## config.mk

```make
export PLATFORM = sky130hd
export DESIGN_NAME = device_liveness_aging_table_flat
export DESIGN_NICKNAME = d
export VERILOG_FILES = /design/src/rtl/core/dlat_pkg.sv /design/src/rtl/core/dlat_if.sv /design/src/rtl/core/dlat_ram.sv /design/src/rtl/core/dlat_cmp_unit.sv /design/src/rtl/core/device_liveness_aging_table.sv /design/src/flat_wrapper.sv
export SDC_FILE = /design/constraint.sdc
export NUM_CORES = 2
export LEC_CHECK = 0
export BUFFER_PORTS_ARGS = -buffer_cell sky130_fd_sc_hd__buf_2
export CORE_ASPECT_RATIO = 2
export CORE_MARGIN = 5
export CORE_UTILIZATION = 40
export CTS_BUF_LIST = sky130_fd_sc_hd__clkbuf_16
export DETAILED_ROUTE_END_ITERATION = 10
export GPL_TIMING_DRIVEN = 0
export MAX_ROUTING_LAYER = met4
export SETUP_SLACK_MARGIN = 0.05
export SLEW_MARGIN = 5
export SYNTH_ARGS = -nofsm -noshare
export SYNTH_HDL_FRONTEND = slang
export SYNTH_SLANG_ARGS = --single-unit
```

## constraint.sdc

```tcl
create_clock -name clk_i -period 22.7 [get_ports clk_i]
set_clock_uncertainty 0.2 [all_clocks]
set_input_delay 4.54 -clock clk_i [delete_from_list [all_inputs] [get_ports clk_i]]
set_output_delay 4.54 -clock clk_i [all_outputs]
set_load 0.01 [all_outputs]
```

## src/rtl/core/dlat_pkg.sv

```systemverilog
// Shared widths, codes and types for the device liveness aging table.
`timescale 1ns / 1ps
package dlat_pkg;

  localparam int TABLE_DEPTH_DEF = 16;
  localparam int MAX_RESULTS     = 16;

  localparam int OP_W   = 2;
  localparam int DEV_W  = 48;
  localparam int TIME_W = 32;
  localparam int RES_W  = 3;
  localparam int SLOT_W = 4;

  localparam logic [TIME_W-1:0] TIMEOUT_RESET = 32'd30000;

  localparam logic [OP_W-1:0] OP_ACTIVITY = 2'd0;
  localparam logic [OP_W-1:0] OP_REMOVE   = 2'd1;
  localparam logic [OP_W-1:0] OP_SWEEP    = 2'd2;

  localparam logic [RES_W-1:0] EV_REFRESHED = 3'd0;
  localparam logic [RES_W-1:0] EV_STORED    = 3'd1;
  localparam logic [RES_W-1:0] EV_FULL      = 3'd2;
  localparam logic [RES_W-1:0] EV_REMOVED   = 3'd3;
  localparam logic [RES_W-1:0] EV_NOT_FOUND = 3'd4;
  localparam logic [RES_W-1:0] EV_EXPIRED   = 3'd5;

  typedef struct packed {
    logic dev_match;
    logic expired;
  } dlat_cmp_t;

endpackage

```

## src/rtl/core/dlat_if.sv

```systemverilog
// Request and event channel interfaces of the device liveness aging table.
`timescale 1ns / 1ps
interface dlat_req_if import dlat_pkg::*; ();
  logic              valid;
  logic              ready;
  logic [OP_W-1:0]   opcode;
  logic [DEV_W-1:0]  device_id;
  logic [TIME_W-1:0] now_time;

  modport source (output valid, opcode, device_id, now_time, input ready);
  modport sink   (input valid, opcode, device_id, now_time, output ready);
endinterface

interface dlat_evt_if import dlat_pkg::*; ();
  logic              valid;
  logic              ready;
  logic [RES_W-1:0]  event_res;
  logic [DEV_W-1:0]  event_device;
  logic [SLOT_W-1:0] event_slot;
  logic              last_result;

  modport source (output valid, event_res, event_device, event_slot, last_result,
                  input ready);
  modport sink   (input valid, event_res, event_device, event_slot, last_result,
                  output ready);
endinterface

```

## src/rtl/core/dlat_ram.sv

```systemverilog
// Generic single-write, single-read RAM with a registered read port.
`timescale 1ns / 1ps
module dlat_ram #(
  parameter int WIDTH = 8,
  parameter int DEPTH = 16,
  localparam int AW   = (DEPTH > 1) ? $clog2(DEPTH) : 1
) (
  input  logic             clk_i,
  input  logic             we_i,
  input  logic [AW-1:0]    waddr_i,
  input  logic [WIDTH-1:0] wdata_i,
  input  logic [AW-1:0]    raddr_i,
  output logic [WIDTH-1:0] rdata_o
);

  logic [WIDTH-1:0] mem_q [DEPTH];
  logic [WIDTH-1:0] rdata_q;

  always_ff @(posedge clk_i) begin
    if (we_i) begin
      mem_q[waddr_i] <= wdata_i;
    end
    rdata_q <= mem_q[raddr_i];
  end

  assign rdata_o = rdata_q;

endmodule

```

## src/rtl/core/dlat_cmp_unit.sv

```systemverilog
// Shared compare unit: address match and wrapping age check for one slot.
`timescale 1ns / 1ps
module dlat_cmp_unit import dlat_pkg::*; (
  input  logic [DEV_W-1:0]  key_dev_i,
  input  logic [TIME_W-1:0] now_time_i,
  input  logic [TIME_W-1:0] timeout_i,
  input  logic [DEV_W-1:0]  ent_dev_i,
  input  logic [TIME_W-1:0] ent_time_i,
  output dlat_cmp_t         cmp_o
);

  logic [TIME_W-1:0] age;

  assign age             = now_time_i - ent_time_i;
  assign cmp_o.dev_match = (key_dev_i == ent_dev_i);
  assign cmp_o.expired   = (age > timeout_i);

endmodule

```

## src/rtl/core/device_liveness_aging_table.sv

```systemverilog
// Top level of the device liveness aging table: sequencer, valid bits and event register.
`timescale 1ns / 1ps
// Each request walks the slot table once through a single RAM read port and one
// shared compare unit, one slot per cycle unless a sweep holds. A walk goes from
// one accepted request to the next in steps: accept, prime the registered RAM
// read, check each slot in turn and finish. Activity and remove stop at the first
// matching slot. A sweep holds on a slot for as long as the event register is still
// occupied when a further expired slot is found, and the finish cycle of a request
// that reports waits in the same way. Valid bits live in flip-flops and reset clears
// them at once, so there is no clearing pass after reset. The request channel is ready
// only between requests; an unused opcode is taken and ignored.
module device_liveness_aging_table import dlat_pkg::*; #(
  parameter int TABLE_DEPTH = TABLE_DEPTH_DEF
) (
  input  logic              clk_i,
  input  logic              rst_ni,
  input  logic              cfg_we_i,
  input  logic [TIME_W-1:0] cfg_wdata_i,
  dlat_req_if.sink          req_i,
  dlat_evt_if.source        evt_o
);

  localparam int IdxW = (TABLE_DEPTH > 1) ? $clog2(TABLE_DEPTH) : 1;
  localparam int CntW = $clog2(MAX_RESULTS + 1);
  localparam int RamW = DEV_W + TIME_W;

  localparam logic [1:0] ST_IDLE   = 2'd0;
  localparam logic [1:0] ST_SCAN   = 2'd1;
  localparam logic [1:0] ST_FINISH = 2'd2;

  logic [1:0]             state_q, state_d;
  logic [OP_W-1:0]        op_q, op_d;
  logic [DEV_W-1:0]       key_q, key_d;
  logic [TIME_W-1:0]      now_q, now_d;
  logic [TIME_W-1:0]      timeout_q;
  logic [TABLE_DEPTH-1:0] valid_q, valid_d;
  logic [IdxW-1:0]        rd_idx_q, rd_idx_d;
  logic                   rd_more_q, rd_more_d;
  logic [IdxW-1:0]        chk_idx_q, chk_idx_d;
  logic                   chk_vld_q, chk_vld_d;
  logic                   hit_q, hit_d;
  logic [IdxW-1:0]        hit_idx_q, hit_idx_d;
  logic                   free_found_q, free_found_d;
  logic [IdxW-1:0]        free_idx_q, free_idx_d;
  logic                   pend_vld_q, pend_vld_d;
  logic [DEV_W-1:0]       pend_dev_q, pend_dev_d;
  logic [IdxW-1:0]        pend_idx_q, pend_idx_d;
  logic [CntW-1:0]        cnt_q, cnt_d;
  logic                   evt_vld_q, evt_vld_d;
  logic [RES_W-1:0]       evt_res_q, evt_res_d;
  logic [DEV_W-1:0]       evt_dev_q, evt_dev_d;
  logic [SLOT_W-1:0]      evt_slot_q, evt_slot_d;
  logic                   evt_last_q, evt_last_d;

  logic            ram_we;
  logic [IdxW-1:0] ram_waddr;
  logic [IdxW-1:0] ram_raddr;
  logic [RamW-1:0] ram_rdata;
  dlat_cmp_t       cmp;

  logic out_free;
  logic chk_ent_vld;
  logic sweep_hit;
  logic key_hit;
  logic free_hit;
  logic stall;
  logic need_out;
  logic fin_go;

  dlat_ram #(
    .WIDTH (RamW),
    .DEPTH (TABLE_DEPTH)
  ) u_ram (
    .clk_i   (clk_i),
    .we_i    (ram_we),
    .waddr_i (ram_waddr),
    .wdata_i ({key_q, now_q}),
    .raddr_i (ram_raddr),
    .rdata_o (ram_rdata)
  );

  dlat_cmp_unit u_cmp (
    .key_dev_i  (key_q),
    .now_time_i (now_q),
    .timeout_i  (timeout_q),
    .ent_dev_i  (ram_rdata[TIME_W +: DEV_W]),
    .ent_time_i (ram_rdata[TIME_W-1:0]),
    .cmp_o      (cmp)
  );

  assign out_free    = !evt_vld_q || evt_o.ready;
  assign chk_ent_vld = valid_q[chk_idx_q];
  assign sweep_hit   = chk_vld_q && (op_q == OP_SWEEP) && chk_ent_vld && cmp.expired;
  assign key_hit     = chk_vld_q && ((op_q == OP_ACTIVITY) || (op_q == OP_REMOVE)) &&
                       chk_ent_vld && cmp.dev_match;
  assign free_hit    = chk_vld_q && (op_q == OP_ACTIVITY) && !chk_ent_vld && !free_found_q;
  assign stall       = sweep_hit && pend_vld_q && !out_free;
  assign need_out    = (op_q != OP_SWEEP) || pend_vld_q;
  assign fin_go      = (state_q == ST_FINISH) && (!need_out || out_free);

  always_comb begin
    state_d      = state_q;
    op_d         = op_q;
    key_d        = key_q;
    now_d        = now_q;
    valid_d      = valid_q;
    rd_idx_d     = rd_idx_q;
    rd_more_d    = rd_more_q;
    chk_idx_d    = chk_idx_q;
    chk_vld_d    = chk_vld_q;
    hit_d        = hit_q;
    hit_idx_d    = hit_idx_q;
    free_found_d = free_found_q;
    free_idx_d   = free_idx_q;
    pend_vld_d   = pend_vld_q;
    pend_dev_d   = pend_dev_q;
    pend_idx_d   = pend_idx_q;
    cnt_d        = cnt_q;
    evt_vld_d    = evt_vld_q && !evt_o.ready;
    evt_res_d    = evt_res_q;
    evt_dev_d    = evt_dev_q;
    evt_slot_d   = evt_slot_q;
    evt_last_d   = evt_last_q;
    ram_we       = 1'b0;
    ram_waddr    = hit_idx_q;
    ram_raddr    = rd_idx_q;

    unique case (state_q)
      ST_IDLE: begin
        if (req_i.valid && (req_i.opcode == OP_ACTIVITY || req_i.opcode == OP_REMOVE ||
                            req_i.opcode == OP_SWEEP)) begin
          op_d         = req_i.opcode;
          key_d        = req_i.device_id;
          now_d        = req_i.now_time;
          rd_idx_d     = '0;
          rd_more_d    = 1'b1;
          chk_vld_d    = 1'b0;
          hit_d        = 1'b0;
          free_found_d = 1'b0;
          pend_vld_d   = 1'b0;
          cnt_d        = '0;
          state_d      = ST_SCAN;
        end
      end

      ST_SCAN: begin
        if (stall) begin
          ram_raddr = chk_idx_q;
        end else begin
          if (rd_more_q) begin
            chk_vld_d = 1'b1;
            chk_idx_d = rd_idx_q;
            if (rd_idx_q == IdxW'(TABLE_DEPTH - 1)) begin
              rd_more_d = 1'b0;
            end else begin
              rd_idx_d = rd_idx_q + IdxW'(1);
            end
          end else begin
            chk_vld_d = 1'b0;
          end
          if (chk_vld_q && !rd_more_q) begin
            state_d = ST_FINISH;
          end
          if (key_hit) begin
            hit_d     = 1'b1;
            hit_idx_d = chk_idx_q;
            state_d   = ST_FINISH;
          end
          if (free_hit) begin
            free_found_d = 1'b1;
            free_idx_d   = chk_idx_q;
          end
          if (sweep_hit) begin
            valid_d[chk_idx_q] = 1'b0;
            if (pend_vld_q) begin
              evt_vld_d  = 1'b1;
              evt_res_d  = EV_EXPIRED;
              evt_dev_d  = pend_dev_q;
              evt_slot_d = SLOT_W'(pend_idx_q);
              evt_last_d = 1'b0;
            end
            pend_vld_d = 1'b1;
            pend_dev_d = ram_rdata[TIME_W +: DEV_W];
            pend_idx_d = chk_idx_q;
            cnt_d      = cnt_q + CntW'(1);
            if (cnt_q == CntW'(MAX_RESULTS - 1)) begin
              state_d = ST_FINISH;
            end
          end
        end
      end

      ST_FINISH: begin
        if (fin_go) begin
          state_d = ST_IDLE;
          case (op_q)
            OP_ACTIVITY: begin
              evt_vld_d  = 1'b1;
              evt_dev_d  = key_q;
              evt_last_d = 1'b1;
              if (hit_q) begin
                ram_we     = 1'b1;
                ram_waddr  = hit_idx_q;
                evt_res_d  = EV_REFRESHED;
                evt_slot_d = SLOT_W'(hit_idx_q);
              end else if (free_found_q) begin
                ram_we              = 1'b1;
                ram_waddr           = free_idx_q;
                valid_d[free_idx_q] = 1'b1;
                evt_res_d           = EV_STORED;
                evt_slot_d          = SLOT_W'(free_idx_q);
              end else begin
                evt_res_d  = EV_FULL;
                evt_slot_d = '0;
              end
            end
            OP_REMOVE: begin
              evt_vld_d  = 1'b1;
              evt_dev_d  = key_q;
              evt_last_d = 1'b1;
              if (hit_q) begin
                valid_d[hit_idx_q] = 1'b0;
                evt_res_d          = EV_REMOVED;
                evt_slot_d         = SLOT_W'(hit_idx_q);
              end else begin
                evt_res_d  = EV_NOT_FOUND;
                evt_slot_d = '0;
              end
            end
            OP_SWEEP: begin
              if (pend_vld_q) begin
                evt_vld_d  = 1'b1;
                evt_res_d  = EV_EXPIRED;
                evt_dev_d  = pend_dev_q;
                evt_slot_d = SLOT_W'(pend_idx_q);
                evt_last_d = 1'b1;
                pend_vld_d = 1'b0;
              end
            end
            default: begin
              evt_vld_d = evt_vld_q && !evt_o.ready;
            end
          endcase
        end
      end

      default: begin
        state_d = ST_IDLE;
      end
    endcase
  end

  always_ff @(posedge clk_i or negedge rst_ni) begin
    if (!rst_ni) begin
      state_q      <= ST_IDLE;
      timeout_q    <= TIMEOUT_RESET;
      valid_q      <= '0;
      rd_more_q    <= 1'b0;
      chk_vld_q    <= 1'b0;
      hit_q        <= 1'b0;
      free_found_q <= 1'b0;
      pend_vld_q   <= 1'b0;
      cnt_q        <= '0;
      evt_vld_q    <= 1'b0;
    end else begin
      state_q      <= state_d;
      if (cfg_we_i) begin
        timeout_q <= cfg_wdata_i;
      end
      valid_q      <= valid_d;
      rd_more_q    <= rd_more_d;
      chk_vld_q    <= chk_vld_d;
      hit_q        <= hit_d;
      free_found_q <= free_found_d;
      pend_vld_q   <= pend_vld_d;
      cnt_q        <= cnt_d;
      evt_vld_q    <= evt_vld_d;
    end
  end

  always_ff @(posedge clk_i) begin
    op_q       <= op_d;
    key_q      <= key_d;
    now_q      <= now_d;
    rd_idx_q   <= rd_idx_d;
    chk_idx_q  <= chk_idx_d;
    hit_idx_q  <= hit_idx_d;
    free_idx_q <= free_idx_d;
    pend_dev_q <= pend_dev_d;
    pend_idx_q <= pend_idx_d;
    evt_res_q  <= evt_res_d;
    evt_dev_q  <= evt_dev_d;
    evt_slot_q <= evt_slot_d;
    evt_last_q <= evt_last_d;
  end

  assign req_i.ready        = (state_q == ST_IDLE);
  assign evt_o.valid        = evt_vld_q;
  assign evt_o.event_res    = evt_res_q;
  assign evt_o.event_device = evt_dev_q;
  assign evt_o.event_slot   = evt_slot_q;
  assign evt_o.last_result  = evt_last_q;

  a_idle_no_pending: assert property (@(posedge clk_i) disable iff (!rst_ni)
    (state_q == ST_IDLE) |-> !pend_vld_q)
    else $error("Sweep result left pending while idle.");

  a_count_bound: assert property (@(posedge clk_i) disable iff (!rst_ni)
    cnt_q <= CntW'(MAX_RESULTS))
    else $error("Sweep report count beyond the result limit.");

  a_store_fills_slot: assert property (@(posedge clk_i) disable iff (!rst_ni)
    (fin_go && (op_q == OP_ACTIVITY) && !hit_q && free_found_q) |=>
    ($countones(valid_q) == $past($countones(valid_q)) + 1))
    else $error("Storing a new device did not claim exactly one free slot.");

  a_sweep_push_free: assert property (@(posedge clk_i) disable iff (!rst_ni)
    (state_q == ST_SCAN && sweep_hit && pend_vld_q && !stall) |-> out_free)
    else $error("Sweep result pushed over an occupied event register.");

endmodule
```

## src/flat_wrapper.sv

```systemverilog
// flat-port wrapper written by rule: the top's interface ports become plain ports
module device_liveness_aging_table_flat import dlat_pkg::*;
#(
  parameter int TABLE_DEPTH = TABLE_DEPTH_DEF
)
  (clk_i, rst_ni, cfg_we_i, cfg_wdata_i, req_i_valid, req_i_opcode, req_i_device_id, req_i_now_time, req_i_ready, evt_o_valid, evt_o_event_res, evt_o_event_device, evt_o_event_slot, evt_o_last_result, evt_o_ready);
  dlat_req_if req_i_i ();
  dlat_evt_if evt_o_i ();
  input  logic clk_i;
  input  logic rst_ni;
  input  logic cfg_we_i;
  input  logic [TIME_W-1:0] cfg_wdata_i;
  input wire logic [$bits(req_i_i.valid)-1:0] req_i_valid;
  input wire logic [$bits(req_i_i.opcode)-1:0] req_i_opcode;
  input wire logic [$bits(req_i_i.device_id)-1:0] req_i_device_id;
  input wire logic [$bits(req_i_i.now_time)-1:0] req_i_now_time;
  output wire logic [$bits(req_i_i.ready)-1:0] req_i_ready;
  output wire logic [$bits(evt_o_i.valid)-1:0] evt_o_valid;
  output wire logic [$bits(evt_o_i.event_res)-1:0] evt_o_event_res;
  output wire logic [$bits(evt_o_i.event_device)-1:0] evt_o_event_device;
  output wire logic [$bits(evt_o_i.event_slot)-1:0] evt_o_event_slot;
  output wire logic [$bits(evt_o_i.last_result)-1:0] evt_o_last_result;
  input wire logic [$bits(evt_o_i.ready)-1:0] evt_o_ready;
  assign req_i_i.valid = req_i_valid;
  assign req_i_i.opcode = req_i_opcode;
  assign req_i_i.device_id = req_i_device_id;
  assign req_i_i.now_time = req_i_now_time;
  assign req_i_ready = req_i_i.ready;
  assign evt_o_valid = evt_o_i.valid;
  assign evt_o_event_res = evt_o_i.event_res;
  assign evt_o_event_device = evt_o_i.event_device;
  assign evt_o_event_slot = evt_o_i.event_slot;
  assign evt_o_last_result = evt_o_i.last_result;
  assign evt_o_i.ready = evt_o_ready;
  device_liveness_aging_table #(.TABLE_DEPTH(TABLE_DEPTH)) u_core (.clk_i(clk_i), .rst_ni(rst_ni), .cfg_we_i(cfg_we_i), .cfg_wdata_i(cfg_wdata_i), .req_i(req_i_i), .evt_o(evt_o_i));
endmodule
```

==> metrics.yaml <==
outcome: "complete, no violations"
hold_class: "flip-flop to flip-flop"
maxCapViolations: 0
synth.largest_area_cell: "edfxtp_1"
drc: 0
cts_tree: "yes"
cts_max_level: 4
yosys_warnings: 0
place_ws_ps: 12860
worst_pin_slew_ps: 1480
min_period_ps: 10000
slew_headroom_pct: 1.56
wire_per_inst_um: 28.2
synth.distinct_cells: 68
critPathBufInv: 4
synth_top_area_share_pct: 70.1
drt_pass1_iterations: 7
cts_hold_buf: 0
cp-end-kind: "flip-flop"
pin_count: 177
synth_edf_count: 1486
combinationalPowerShare_pct: 28.1
path_max_fanout: 17
netlist_top_cells_count: "edfxtp_1, mux2i_1, o22ai_1, o21ai_0, nand2_1"
grt_pass1_wl_um: 255000
r2r-end: "u_core.u_ram.rdata_o[30]$_DFF_P_"
place_area_um2: 68900
drt_wl_total_um: 180000
grt-ovfl-total: 0
initial_core_util_pct: 40.1
post_cts_buffers: 0
fin_crit_sh_pct: 44.1
die_area_um2: 168000
r2r_setup_slack_ps: 12700
whs_ps: 251
first_iter_violations: 2944
cp_slowest_cell: "a21oi_2"
ys_top_cells_by_area: "edfxtp_1, mux2i_1, o22ai_1, dfxtp_1, dfrtp_1"
critPathKind: "flip-flop to flip-flop"
place.gp.congestion: 0.876
final_layout_size_suffix_gt1_share_pct: 14.0
postCtsResizedCells: 0
cts_buffer_depth: 4
synth_most_common_cell: "edfxtp_1"
setup_viol: 0
core_um2: 159000
insertion_delay_ps: 790
timing.rr.start: "u_core.now_q[0]$_DFFE_PP_"
critPathTopFamily: "compound AO/OA/AOI/OAI gates"
synth_seq_area_share_pct: 75.0
met1Wirelength_um: 67500
setup_slack_ps: 12700
fmax_mhz: 100
reg2reg_depth: 24
setup.worst_path.start_class: "flip-flop"
required_ps: 23120
stdcell_count: 6385
fin_nets: 4373
switching_share_pct: 32.8
post-route-cell-area_um2: 73600
avgSynthCellArea_um2: 16.9
syn-instance-count: 3777
finalMaxSlewViolations: 0
seqPwrFrac_pct: 43.4
wl_met2_um: 94200
dpl.cell_count: 6118
fillers: 13457
die_h_um: 574
die_x_um: 292
p_leak_nw: 26.2
path_cells: "inv_1, ha_1, inv_1, fa_1, a211oi_1, o211ai_1, a221oi_1, o21ai_0, a21oi_1, o21bai_1, a2111oi_0, o21bai_1, a21oi_1, xnor2_1, ha_1, nand4_1, or4_1, o311ai_2, a211oi_4, buf_6, a21oi_2, clkbuf_1, o22ai_1, or4_1"
holdPathStages: 0
dr_wl_met3_um: 10900
power_density_nw_per_um2: 118
vias: 35744
synth_area_um2: 63700
setup_tns_ps: 0
rows: 207
highest_layer: "met4"
io_buffers: 175
synth-main-ff-cell: "edfxtp_1"
ys_ff_latch: 1627
ant_nets: 0
irDropWorstVdd_uv: 60.8
root_buffer: "clkbuf_16"
vias_per_cell: 5.60
path_clk_slew_ps: 60
clock_power_share_pct: 28.5
grt_usage_pct: 21.3
rsz0062_at_grt: "no"
cts_sinks: 1627
hold_viol: 0
numCtsBuffers: 150
area_delta_synth_final_pct: 15.7
grt_pass1_vias: 36635
antenna_found_initial: 6
post-dp-hpwl_um: 121000
cp.arrival_ps: 10420
synth_nets: 3970
cp_slowest_stage_delay_ps: 1130
synthArstFlopShare_pct: 3.75
min_to: "u_core.chk_idx_q[2]$_DFFE_PP_"
internal_power_mw: 5.85
p_sw_mw: 2.86
grt_max_degree: 42
holdCritStartpoint: "u_core.rd_idx_q[2]$_SDFFCE_PN0P_"
[worst register-to-register path: stages (launching register included)]
cell and delay, ps:
edfxtp_1 620, inv_1 220, ha_1 200, inv_1 50, fa_1 410, a211oi_1 310, o211ai_1 220, a221oi_1 560
o21ai_0 360, a21oi_1 310, o21bai_1 210, a2111oi_0 630, o21bai_1 150, a21oi_1 200, xnor2_1 100, ha_1 300
nand4_1 160, or4_1 750, o311ai_2 720, a211oi_4 180, buf_6 230, a21oi_2 1130, clkbuf_1 780, o22ai_1 230
or4_1 600
[cell type report]
type | instances | area [um2] | area share [%]
plain buffers | 183 | 820 | 1.11
flip-flops and latches | 1627 | 47800 | 64.9
diodes | 4 | 10.0 | 0.0136
well taps | 2090 | 2620 | 3.55
clock inverters | 112 | 936 | 1.27
repair buffers | 251 | 2480 | 3.37
inverters | 88 | 330 | 0.449
multi-input cells | 1879 | 14900 | 20.2
clock buffers | 151 | 3780 | 5.13
[stage by stage]
stage / power, mW / util (%)
after floorplan: 5.30 / -
after global placement: 6.26 / 42.3
after detailed placement: 6.30 / 43.4
after CTS: 8.76 / 46.4
after global routing: 9.04 / 46.4
final: 8.71 / 46.4
[cells in the final DEF (no fill, tap or decap), types with 7 or more instances in the layout]
master and n:
nor2_1 50, nand2b_1 11, a21o_1 15, clkinv_1 27, xnor2_1 55, a22oi_1 11
inv_1 121, edfxtp_1 1486, nor2b_1 12, clkinvlp_4 7, nor2_4 16, dfrtp_1 54
o22a_1 8, or4_1 82, xor2_1 22, clkinv_2 22, dfstp_2 7, clkbuf_16 151
nor3_1 15, buf_12 52, a211oi_1 10, and3_1 10, nand4_1 19, a21oi_1 56
bufinv_16 15, clkbuf_1 81, nand2_1 124, dfxtp_1 80, mux2i_1 697, nand3_1 19
o21ai_0 137, ha_1 73, nor4_1 13, buf_2 268, o22ai_1 321, buf_16 18
[per-layer routing]
metal	global-route usage, %	vias to the layer above
li1	-	15746
met1	24.7	18305
met2	37.6	1329
met3	2.95	364
met4	8.32	0
met5	-	-
[registers in the layout, summed over array words and instances (netlist names), 2 cells and up]
signal,cells
u_core.timeout_q,32
u_core.free_idx_q,4
u_core.rd_idx_q,4
u_core.hit_idx_q,4
u_core.pend_dev_q,48
u_core.u_ram.rdata_o,80
u_core.evt_o.event_res,3
u_core.chk_idx_q,4
u_core.evt_o.event_device,48
u_core.cnt_q,5
u_core.valid_q,16
u_core.evt_o.event_slot,4
u_core.now_q,32
u_core.key_q,48
u_core.u_ram.mem_q,1280
u_core.state_q,2
u_core.pend_idx_q,4
u_core.op_q,2
[cells by family after synthesis]
kind of cell | synth area share (%)
AND/OR/NAND/NOR | 3.30
buffers and inverters | 1.81
XOR/XNOR | 1.06
adder cells (fa/ha/maj) | 1.47
AO/OA/AOI/OAI | 6.16
flip-flops | 75.0
multiplexers | 11.2
[worst max-delay path by stage]
stage | slack (ps) | startpoint | cells after the start | endpoint
4_1_cts | 12750 | u_core.now_q[0]$_DFFE_PP_ | 24 | u_core.u_ram.rdata_o[30]$_DFF_P_
3_5_place_dp | 12860 | u_core.now_q[0]$_DFFE_PP_ | 24 | u_core.u_ram.rdata_o[30]$_DFF_P_
5_1_grt | 12410 | u_core.now_q[0]$_DFFE_PP_ | 24 | u_core.u_ram.rdata_o[30]$_DFF_P_
3_3_place_gp | 7830 | evt_o_ready | 7 | u_core.u_ram.mem_q[11][55]$_DFFE_PP_
6_report | 12700 | u_core.now_q[0]$_DFFE_PP_ | 24 | u_core.u_ram.rdata_o[30]$_DFF_P_
2_1_floorplan | 13030 | evt_o_ready | 6 | u_core.u_ram.mem_q[13][0]$_DFFE_PP_
[power groups by stage]
stage | registers (mW) | clock network [mW] | logic (mW)
3_3_place_gp | 3.85 | 0 | 2.41
4_1_cts | 3.78 | 2.51 | 2.47
6_report | 3.78 | 2.48 | 2.44
2_1_floorplan | 3.77 | 0 | 1.53
5_1_grt | 3.80 | 2.63 | 2.61
3_5_place_dp | 3.84 | 0 | 2.46
No activity file was read; power rests on OpenSTA's default activity.
